File: src/sv/lota_pkg.sv
// ---------------------------------------------------------------------------
// lota_pkg
// Widths, codes and per-factor constant tables for the air-time block.
// ---------------------------------------------------------------------------
`timescale 1ns / 1ps
`default_nettype none

package lota_pkg;

   // word layout
   localparam int LEN_W      = 8;
   localparam int SF_W       = 4;
   localparam int AIR_W      = 20;
   localparam int REQ_DATA_W = 16;
   localparam int RSP_DATA_W = 24;

   // spreading factor codes
   localparam logic [SF_W-1:0] SF_FSK      = 4'd6;
   localparam logic [SF_W-1:0] SF_LORA_MIN = 4'd7;
   localparam logic [SF_W-1:0] SF_LORA_MAX = 4'd12;

   // arithmetic widths
   localparam int SUM_W   = 10;   // 2*len + 11 and the ceiling numerator
   localparam int RCP_W   = 14;   // reciprocal of the symbol divisor
   localparam int RCP_SH  = 16;   // reciprocal scale
   localparam int CEIL_W  = 8;    // symbol blocks
   localparam int SYM_W   = 10;
   localparam int QTR_W   = 11;
   localparam int OPND_W  = 15;   // quarter symbols after the spreading-factor shift, or the FSK bit count
   localparam int FBIT_W  = 12;   // FSK bit count
   localparam int DEN_W   = 16;
   localparam int SHIFT_W = 3;

   // formula constants
   localparam logic [SUM_W-1:0]  HDR_OFFSET     = 10'd11;  // (44 / 4)
   localparam logic [LEN_W:0]    FSK_OVERHEAD   = 9'd11;
   localparam logic [DEN_W-1:0]  FSK_DEN        = 16'd50000;
   localparam logic [QTR_W-1:0]  PREAMBLE_QTR   = 11'd49;
   localparam logic [SYM_W-1:0]  SYM_BASE       = 10'd8;
   localparam logic [DEN_W-1:0]  BASE_DEN       = 16'd15625;

   // symbol divisor minus one: 6, 7, 8, 9, then 8 and 9 with low-rate optimization
   function automatic logic [SUM_W-1:0] sf_span(input logic [SF_W-1:0] sf);
      logic [SUM_W-1:0] span;
      case (sf)
         4'd7:    span = 10'd6;
         4'd8:    span = 10'd7;
         4'd9:    span = 10'd8;
         4'd10:   span = 10'd9;
         4'd11:   span = 10'd8;
         4'd12:   span = 10'd9;
         default: span = 10'd0;
      endcase
      return span;
   endfunction

   // ceil(2^16 / divisor), exact for numerators below 1024
   function automatic logic [RCP_W-1:0] sf_recip(input logic [SF_W-1:0] sf);
      logic [RCP_W-1:0] rcp;
      case (sf)
         4'd7:    rcp = 14'd9363;
         4'd8:    rcp = 14'd8192;
         4'd9:    rcp = 14'd7282;
         4'd10:   rcp = 14'd6554;
         4'd11:   rcp = 14'd7282;
         4'd12:   rcp = 14'd6554;
         default: rcp = 14'd0;
      endcase
      return rcp;
   endfunction

   // quarter-symbol scale, capped at four
   function automatic logic [SHIFT_W-1:0] sf_shift(input logic [SF_W-1:0] sf);
      logic [SHIFT_W-1:0] sh;
      case (sf)
         4'd7:    sh = 3'd2;
         4'd8:    sh = 3'd3;
         default: sh = 3'd4;
      endcase
      return sh;
   endfunction

   // divisor, halved (truncating) once more for each factor beyond the shift cap
   function automatic logic [DEN_W-1:0] sf_den(input logic [SF_W-1:0] sf);
      logic [DEN_W-1:0] den;
      case (sf)
         4'd10:   den = BASE_DEN >> 1;
         4'd11:   den = BASE_DEN >> 2;
         4'd12:   den = BASE_DEN >> 3;
         default: den = BASE_DEN;
      endcase
      return den;
   endfunction

endpackage

`default_nettype wire

File: src/sv/lora_time_on_air_core.sv
// ---------------------------------------------------------------------------
// Packet air-time calculator.
// Request channel (req_): one word per query, payload length and spreading
// factor. Response channel (rsp_): one word per query, in order, holding the
// air time in timer ticks; rsp_tuser flags a spreading factor outside 6..12,
// in which case the air time is zero.
// Factor 6 gives the FSK time at 50 kbit/s (truncated); factors 7..12 give
// the LoRa time at 125 kHz, rounded to the nearest tick.
// Throughput: one word per cycle while the receiver does not stall.
// The front stages select the per-factor constants, take the symbol-count
// ceiling by a reciprocal multiply and scale by the tick rate; the rest is a
// restoring divider that retires two quotient bits per stage.
// Reset empties the pipeline; no word is in flight afterwards.
// When the receiver stalls, the whole pipeline holds and req_tready drops
// only while a finished word waits at the output; with the output free,
// every stage advances, bubbles included.
// ---------------------------------------------------------------------------
`timescale 1ns / 1ps
`default_nettype none

module lora_time_on_air_core #(
   parameter int unsigned TICKS_PER_SECOND = 1000
) (
   input  wire logic                              clock,
   input  wire logic                              reset,
   input  wire logic                              req_tvalid,
   output logic                                   req_tready,
   // payload_length[7:0], spreading_factor[11:8], zero [15:12]
   input  wire logic [lota_pkg::REQ_DATA_W-1:0]   req_tdata,
   output logic                                   rsp_tvalid,
   input  wire logic                              rsp_tready,
   // air_time[19:0], zero [23:20]
   output logic [lota_pkg::RSP_DATA_W-1:0]        rsp_tdata,
   // bad_factor[0]
   output logic                                   rsp_tuser
);
   import lota_pkg::*;

   localparam int TICK_W     = $clog2(TICKS_PER_SECOND + 1);
   localparam int PROD_W     = OPND_W + TICK_W;
   localparam int NUM_W      = PROD_W + 1;
   localparam int NUM_PAD_W  = NUM_W + (NUM_W % 2);
   localparam int DIV_STAGES = NUM_PAD_W / 2;
   localparam logic [TICK_W-1:0] TICKS = TICK_W'(TICKS_PER_SECOND);

   // pipeline advance: the output register is free or being taken
   logic adv;
   assign adv        = !rsp_tvalid || rsp_tready;
   assign req_tready = adv;

   // ---------------- stage 1: decode and ceiling numerator ----------------
   logic [LEN_W-1:0] req_len;
   logic [SF_W-1:0]  req_sf;
   logic [SUM_W-1:0] sum_in;
   logic             bad_in;
   logic             fsk_in;
   logic             pos_in;
   logic [SUM_W-1:0] ceil_num_in;

   assign req_len     = req_tdata[LEN_W-1:0];
   assign req_sf      = req_tdata[LEN_W +: SF_W];
   assign sum_in      = {1'b0, req_len, 1'b0} + HDR_OFFSET;
   assign fsk_in      = (req_sf == SF_FSK);
   assign bad_in      = !fsk_in && ((req_sf < SF_LORA_MIN) || (req_sf > SF_LORA_MAX));
   assign pos_in      = sum_in > SUM_W'(req_sf);
   assign ceil_num_in = sum_in - SUM_W'(req_sf) + sf_span(req_sf);

   logic             s1_vld_ff;
   logic             s1_bad_ff;
   logic             s1_fsk_ff;
   logic             s1_pos_ff;
   logic [SF_W-1:0]  s1_sf_ff;
   logic [LEN_W-1:0] s1_len_ff;
   logic [SUM_W-1:0] s1_num_ff;

   // ---------------- stage 2: reciprocal multiply, FSK bit count ----------
   logic                    s2_vld_ff;
   logic                    s2_bad_ff;
   logic                    s2_fsk_ff;
   logic                    s2_pos_ff;
   logic [SF_W-1:0]         s2_sf_ff;
   logic [SUM_W+RCP_W-1:0]  s2_prod_ff;
   logic [FBIT_W-1:0]       s2_fbits_ff;
   logic [LEN_W:0]          fsk_bytes_in;

   assign fsk_bytes_in = {1'b0, s1_len_ff} + FSK_OVERHEAD;

   // ---------------- stage 3: symbols, quarters, divisor select -----------
   logic [CEIL_W-1:0] ceil_in;
   logic [SYM_W-1:0]  sym_in;
   logic [QTR_W-1:0]  qtr_in;
   logic [OPND_W-1:0] opnd_in;
   logic [DEN_W-1:0]  den_in;
   logic [DEN_W-1:0]  half_in;

   always_comb begin
      ceil_in = s2_prod_ff[RCP_SH +: CEIL_W];
      sym_in  = s2_pos_ff ? (SYM_W'(ceil_in) * SYM_W'(5) + SYM_BASE) : SYM_BASE;
      qtr_in  = {sym_in[QTR_W-3:0], 2'b00} + PREAMBLE_QTR;
      if (s2_bad_ff) begin
         opnd_in = '0;
         den_in  = FSK_DEN;
         half_in = '0;
      end else if (s2_fsk_ff) begin
         opnd_in = OPND_W'(s2_fbits_ff);
         den_in  = FSK_DEN;
         half_in = '0;
      end else begin
         opnd_in = OPND_W'(qtr_in) << sf_shift(s2_sf_ff);
         den_in  = sf_den(s2_sf_ff);
         half_in = sf_den(s2_sf_ff) >> 1;
      end
   end

   logic              s3_vld_ff;
   logic              s3_bad_ff;
   logic [OPND_W-1:0] s3_opnd_ff;
   logic [DEN_W-1:0]  s3_den_ff;
   logic [DEN_W-1:0]  s3_half_ff;

   // ---------------- stage 4: scale by the tick rate ----------------------
   logic              s4_vld_ff;
   logic              s4_bad_ff;
   logic [PROD_W-1:0] s4_prod_ff;
   logic [DEN_W-1:0]  s4_den_ff;
   logic [DEN_W-1:0]  s4_half_ff;

   // ---------------- stage 5 and divider stages ---------------------------
   logic                 div_vld_ff [0:DIV_STAGES];
   logic                 div_bad_ff [0:DIV_STAGES];
   logic [NUM_PAD_W-1:0] div_num_ff [0:DIV_STAGES];
   logic [NUM_PAD_W-1:0] div_quo_ff [0:DIV_STAGES];
   logic [DEN_W-1:0]     div_rem_ff [0:DIV_STAGES];
   logic [DEN_W-1:0]     div_den_ff [0:DIV_STAGES];

   // valid bits of the front stages
   always_ff @(posedge clock) begin
      if (reset) begin
         s1_vld_ff     <= 1'b0;
         s2_vld_ff     <= 1'b0;
         s3_vld_ff     <= 1'b0;
         s4_vld_ff     <= 1'b0;
         div_vld_ff[0] <= 1'b0;
      end else if (adv) begin
         s1_vld_ff     <= req_tvalid;
         s2_vld_ff     <= s1_vld_ff;
         s3_vld_ff     <= s2_vld_ff;
         s4_vld_ff     <= s3_vld_ff;
         div_vld_ff[0] <= s4_vld_ff;
      end
   end

   // payload of the front stages
   always_ff @(posedge clock) begin
      if (adv) begin
         s1_bad_ff   <= bad_in;
         s1_fsk_ff   <= fsk_in;
         s1_pos_ff   <= pos_in;
         s1_sf_ff    <= req_sf;
         s1_len_ff   <= req_len;
         s1_num_ff   <= ceil_num_in;

         s2_bad_ff   <= s1_bad_ff;
         s2_fsk_ff   <= s1_fsk_ff;
         s2_pos_ff   <= s1_pos_ff;
         s2_sf_ff    <= s1_sf_ff;
         s2_prod_ff  <= (SUM_W+RCP_W)'(s1_num_ff) * (SUM_W+RCP_W)'(sf_recip(s1_sf_ff));
         s2_fbits_ff <= {fsk_bytes_in, 3'b000};

         s3_bad_ff   <= s2_bad_ff;
         s3_opnd_ff  <= opnd_in;
         s3_den_ff   <= den_in;
         s3_half_ff  <= half_in;

         s4_bad_ff   <= s3_bad_ff;
         s4_prod_ff  <= PROD_W'(s3_opnd_ff) * PROD_W'(TICKS);
         s4_den_ff   <= s3_den_ff;
         s4_half_ff  <= s3_half_ff;

         // add the rounding offset and load the divider
         div_bad_ff[0] <= s4_bad_ff;
         div_num_ff[0] <= NUM_PAD_W'(s4_prod_ff) + NUM_PAD_W'(s4_half_ff);
         div_quo_ff[0] <= '0;
         div_rem_ff[0] <= '0;
         div_den_ff[0] <= s4_den_ff;
      end
   end

   // restoring divider: two quotient bits per stage, numerator MSB first
   genvar g;
   generate
      for (g = 1; g <= DIV_STAGES; g++) begin : g_div
         logic [DEN_W:0]       step1_in;
         logic [DEN_W:0]       step2_in;
         logic                 bit1_in;
         logic                 bit2_in;
         logic [DEN_W-1:0]     rem_in;

         always_comb begin
            step1_in = {div_rem_ff[g-1], div_num_ff[g-1][NUM_PAD_W-1]};
            bit1_in  = step1_in >= {1'b0, div_den_ff[g-1]};
            if (bit1_in) begin
               step1_in = step1_in - {1'b0, div_den_ff[g-1]};
            end
            step2_in = {step1_in[DEN_W-1:0], div_num_ff[g-1][NUM_PAD_W-2]};
            bit2_in  = step2_in >= {1'b0, div_den_ff[g-1]};
            if (bit2_in) begin
               step2_in = step2_in - {1'b0, div_den_ff[g-1]};
            end
            rem_in = step2_in[DEN_W-1:0];
         end

         always_ff @(posedge clock) begin
            if (reset) begin
               div_vld_ff[g] <= 1'b0;
            end else if (adv) begin
               div_vld_ff[g] <= div_vld_ff[g-1];
            end
         end

         always_ff @(posedge clock) begin
            if (adv) begin
               div_bad_ff[g] <= div_bad_ff[g-1];
               div_num_ff[g] <= {div_num_ff[g-1][NUM_PAD_W-3:0], 2'b00};
               div_quo_ff[g] <= {div_quo_ff[g-1][NUM_PAD_W-3:0], bit1_in, bit2_in};
               div_rem_ff[g] <= rem_in;
               div_den_ff[g] <= div_den_ff[g-1];
            end
         end
      end
   endgenerate

   // drive the response word
   logic [AIR_W-1:0] air_time;

   generate
      if (NUM_PAD_W >= AIR_W) begin : g_air_cut
         assign air_time = div_quo_ff[DIV_STAGES][AIR_W-1:0];
      end else begin : g_air_ext
         assign air_time = AIR_W'(div_quo_ff[DIV_STAGES]);
      end
   endgenerate

   assign rsp_tvalid = div_vld_ff[DIV_STAGES];
   assign rsp_tdata  = {{(RSP_DATA_W-AIR_W){1'b0}}, air_time};
   assign rsp_tuser  = div_bad_ff[DIV_STAGES];

endmodule

`default_nettype wire

File: config.mk
export PLATFORM = sky130hd
export DESIGN_NAME = lora_time_on_air_core
export DESIGN_NICKNAME = d
export VERILOG_FILES = /design/src/sv/lota_pkg.sv /design/src/sv/lora_time_on_air_core.sv
export SDC_FILE = /design/constraint.sdc
export NUM_CORES = 2
export LEC_CHECK = 0
export ABC_AREA = 0
export BUFFER_PORTS_ARGS = -buffer_cell sky130_fd_sc_hd__buf_2
export CAP_MARGIN = 30
export CORE_UTILIZATION = 60
export CTS_CLUSTER_SIZE = 30
export DETAILED_ROUTE_END_ITERATION = 7
export PLACE_DENSITY = 0.79
export SLEW_MARGIN = 20
export SYNTH_ARGS = -nofsm -noshare
export SYNTH_HDL_FRONTEND = slang
export SYNTH_SLANG_ARGS = --single-unit
File: constraint.sdc
create_clock -name clock -period 34.2 [get_ports clock]
set_input_delay 3.42 -clock clock [delete_from_list [all_inputs] [get_ports clock]]
set_output_delay 3.42 -clock clock [all_outputs]
set_load 0.05 [all_outputs]
==> impl_metrics.csv <==
group,metric,value,unit
detailed_routing,drc,4,
power_and_ir_drop,p_sw,2.20,mW
run_status,violations,"design-rule violations",
power_and_ir_drop,vdd_drop_max,0.0000583,V
global_route,antenna_found_initial,0,
detailed_routing,routed_via_density,5.90,
timing,grt_setup_unrepaired,"false",
placed_design,place.gp.congestion,0.934,
power_and_ir_drop,swShare,39.5,%
final_layout,layout_common_cells,"761 x edfxtp_1, 574 x ha_1, 457 x inv_1, 308 x nor2_1, 283 x a21oi_1",
clock_tree,cts_sinks,765,
logic_synthesis,synth_area,0.0539,mm²
timing,tightestPinTransition,0.960,ns
floorplan,die_w,302,µm
clock_tree,clockBufferDepth,3,
critical_path,start_kind,"input port",
floorplan,io_pins,47,
logic_synthesis,synth_area_leader_cell,"edfxtp_1",
detailed_routing,drt_pre_antenna_iters,8,
detailed_routing,vias,36271,
critical_path,r2r_start,"s1_sf_ff[2]$_DFFE_PN_",
global_route,grt_pass1_wl,176000,µm
clock_tree,cts_setup_buffers,0,
global_route,overflow,0,
timing,timing.fmax,128,MHz
timing,hold_viol_final,0,
clock_tree,clk_latency,0.65,ns
placed_design,dp_cells,5991,
final_layout,syn_to_final_growth,8.02,%
timing,finalSetupViolations,0,
floorplan,fp.dieH,302,µm
floorplan,rows,109,
global_route,grt_max_degree,82,
timing,min_period,7.82,ns
floorplan,fp.coreArea,0.0886,mm²
detailed_routing,drtAntennaViolNets,0,
logic_synthesis,synth-seq-cells,765,
power_and_ir_drop,combPwrFrac,56.8,%
detailed_routing,routedWlPerCell,17.5,µm
placed_design,dp_hpwl,81300,µm
final_layout,final_cell_count_no_fill,6147,
final_layout,antenna_cells,0,
clock_tree,ctsHoldBuffers,0,
clock_tree,cts.htree.levels,3,
logic_synthesis,synthArstFlopShare,0,%
logic_synthesis,synth_seq_area_share,42.5,%
final_layout,drive_gt1_share,10.1,%
detailed_routing,wirelength,108000,µm
clock_tree,cts_tree,"built",
final_layout,seqCellArea,0.0229,mm²
timing,period_share,22.9,%
timing,drv_slew,0,
power_and_ir_drop,clock_power_share,16.2,%
floorplan,start_util,60.8,%
critical_path,crit_start,"rsp_tready",
hold_path,hold_class,"flip-flop to flip-flop",
logic_synthesis,ys_types,97,
job,drv_cap,0,
run_status,status,"finished with violations",
logic_synthesis,syn_inst,4828,
logic_synthesis,ys_warn_count,0,
timing,whs,0.388,ns
logic_synthesis,ys.flop_type,"edfxtp_1",
global_route,grt_usage,23.7,%
critical_path,cp-end-kind,"output pin",
placed_design,port_buffers,38,
floorplan,dieArea,0.0911,mm²
final_layout,final_common_cell,"edfxtp_1",
power_and_ir_drop,seqPwrFrac,27.0,%
timing,clock_skew,0.0317,ns
critical_path,crit_type,"input port to output pin",
logic_synthesis,synth.top_cell.area_share,42.4,%
final_layout,fillers,6761,
global_route,grt_pass1_vias,35407,
detailed_routing,drtIter0Drc,2580,
clock_tree,cts_buffers,83,
clock_tree,root_buffer,"clkbuf_16",
critical_path,path_max_fanout,39,
logic_synthesis,synth_area_leaders,"edfxtp_1 42%, ha_1 13%, fa_1 5.6%, mux2_2 4.7%, xnor2_1 4.3%",
final_layout,final_nets,5661,
clock_tree,cts_resized,0,
logic_synthesis,synth_edf_count,761,
clock_tree,clkTransAtPathRegs,0.07,ns
power_and_ir_drop,powerDensity,95.4,mW/mm²
power_and_ir_drop,p_leak,25.9,nW
hold_path,min_from,"div_num_ff[1][20]$_DFFE_PN_",
logic_synthesis,synth.avg_cell_area,11.2,µm²
power_and_ir_drop,intPower,3.36,mW
timing,fin_tns_setup,0,ns
timing,maxSlewHeadroom,35.8,%
critical_path,crit_required,30.78,ns
critical_path,arrival,4.40,ns
final_layout,multi_input_area,0.0289,mm²
-- cell families after synthesis --
family                   Yosys count  synth area share [%]
AO/OA/AOI/OAI                    999                  12.1
other                              1               0.00695
buffers and inverters            526                  3.89
AND/OR/NAND/NOR                 1170                  10.8
multiplexers                     287                  6.06
flip-flops                       765                  42.5
XOR/XNOR                         356                  5.78
adder cells (fa/ha/maj)          724                  18.9
-- metrics by stage --
step / utilization (%) / worst slack (ns) / power [mW] / instance area (µm²)
after floorplan: - / 6.56 / 4.00 / 54000
after global placement: 62.5 / 26.36 / 4.51 / 55400
after detailed placement: 62.5 / 26.34 / 4.61 / 55400
after CTS: 65.6 / 26.34 / 5.55 / 58100
after global routing: 65.7 / 26.32 / 5.99 / 58300
final: 65.7 / 26.38 / 5.56 / 58300
-- final cells by class --
type | count | share of cell area, %
Multi-Input combinational cell | 3542 | 49.7
Sequential cell | 765 | 39.4
Clock buffer | 96 | 3.72
Inverter | 459 | 2.96
Tap cell | 1165 | 2.50
Clock inverter | 54 | 0.969
Timing Repair Buffer | 66 | 0.810
-- per-layer routing --
metal  track usage (%)  up-vias  wire [µm]
met5                 0        -          0
met2              40.0      798      51400
met1              31.9    17451      49000
li1                  -    17845          -
met3              3.43      177       4810
met4              6.35        0       2360
-- critical path: stages --
cell	delay [ns]
buf_2	0.07
nand2b_4	0.51
buf_2	0.38
-- cell usage after synthesis (11+ instances only) --
cell type	count
edfxtp_1	761
ha_1	574
inv_1	457
nor2_1	308
a21oi_1	283
nand2_1	271
xnor2_1	264
mux2_2	223
o21ai_0	217
fa_1	150
nor3_1	101
a21o_1	97
xor2_1	92
nor2b_1	78
o21a_1	78
nand4_1	63
and2_1	60
nand3_1	56
nand2b_1	53
a211oi_1	40
a31oi_1	40
clkbuf_1	37
mux2i_1	37
and3_1	36
or3_1	29
or2_2	27
o21bai_1	26
nor4_1	23
mux2_4	22
a211o_1	21
o31ai_1	20
a2111oi_0	16
a21boi_0	16
o211ai_1	16
and4_1	12
nor3b_1	11
-- worst paths after layout --
kind	endpoint	depth (start not counted)	slack, ns
max reg2reg	s2_prod_ff[23]$_DFFE_PN_	18	27.37
min	div_num_ff[1][48]$_DFFE_PN_	0	0.39
min reg2reg	div_num_ff[1][48]$_DFFE_PN_	0	0.39
max	req_tready	3	26.38
-- state kept, by name, summed over array words and instances, names as in the netlist, 4 cells and up --
register     flops
div_bad_ff      14
div_den_ff     169
div_num_ff     144
div_quo_ff     110
div_rem_ff     192
div_vld_ff      14
s1_len_ff        8
s1_num_ff       10
s1_sf_ff         4
s2_fbits_ff      9
s2_prod_ff       8
s2_sf_ff         4
s3_den_ff       13
s3_opnd_ff      15
s4_den_ff       13
s4_prod_ff      22
-- power by group through the flow --
stage / registers (mW) / logic (mW) / clock network (mW)
after floorplan: 1.49 / 2.51 / 0
after global placement: 1.51 / 3.00 / 0
final: 1.50 / 3.16 / 0.901
after CTS: 1.51 / 3.13 / 0.923
after detailed placement: 1.52 / 3.09 / 0
after global routing: 1.53 / 3.51 / 0.958
No activity file was read; power rests on OpenSTA's default activity.
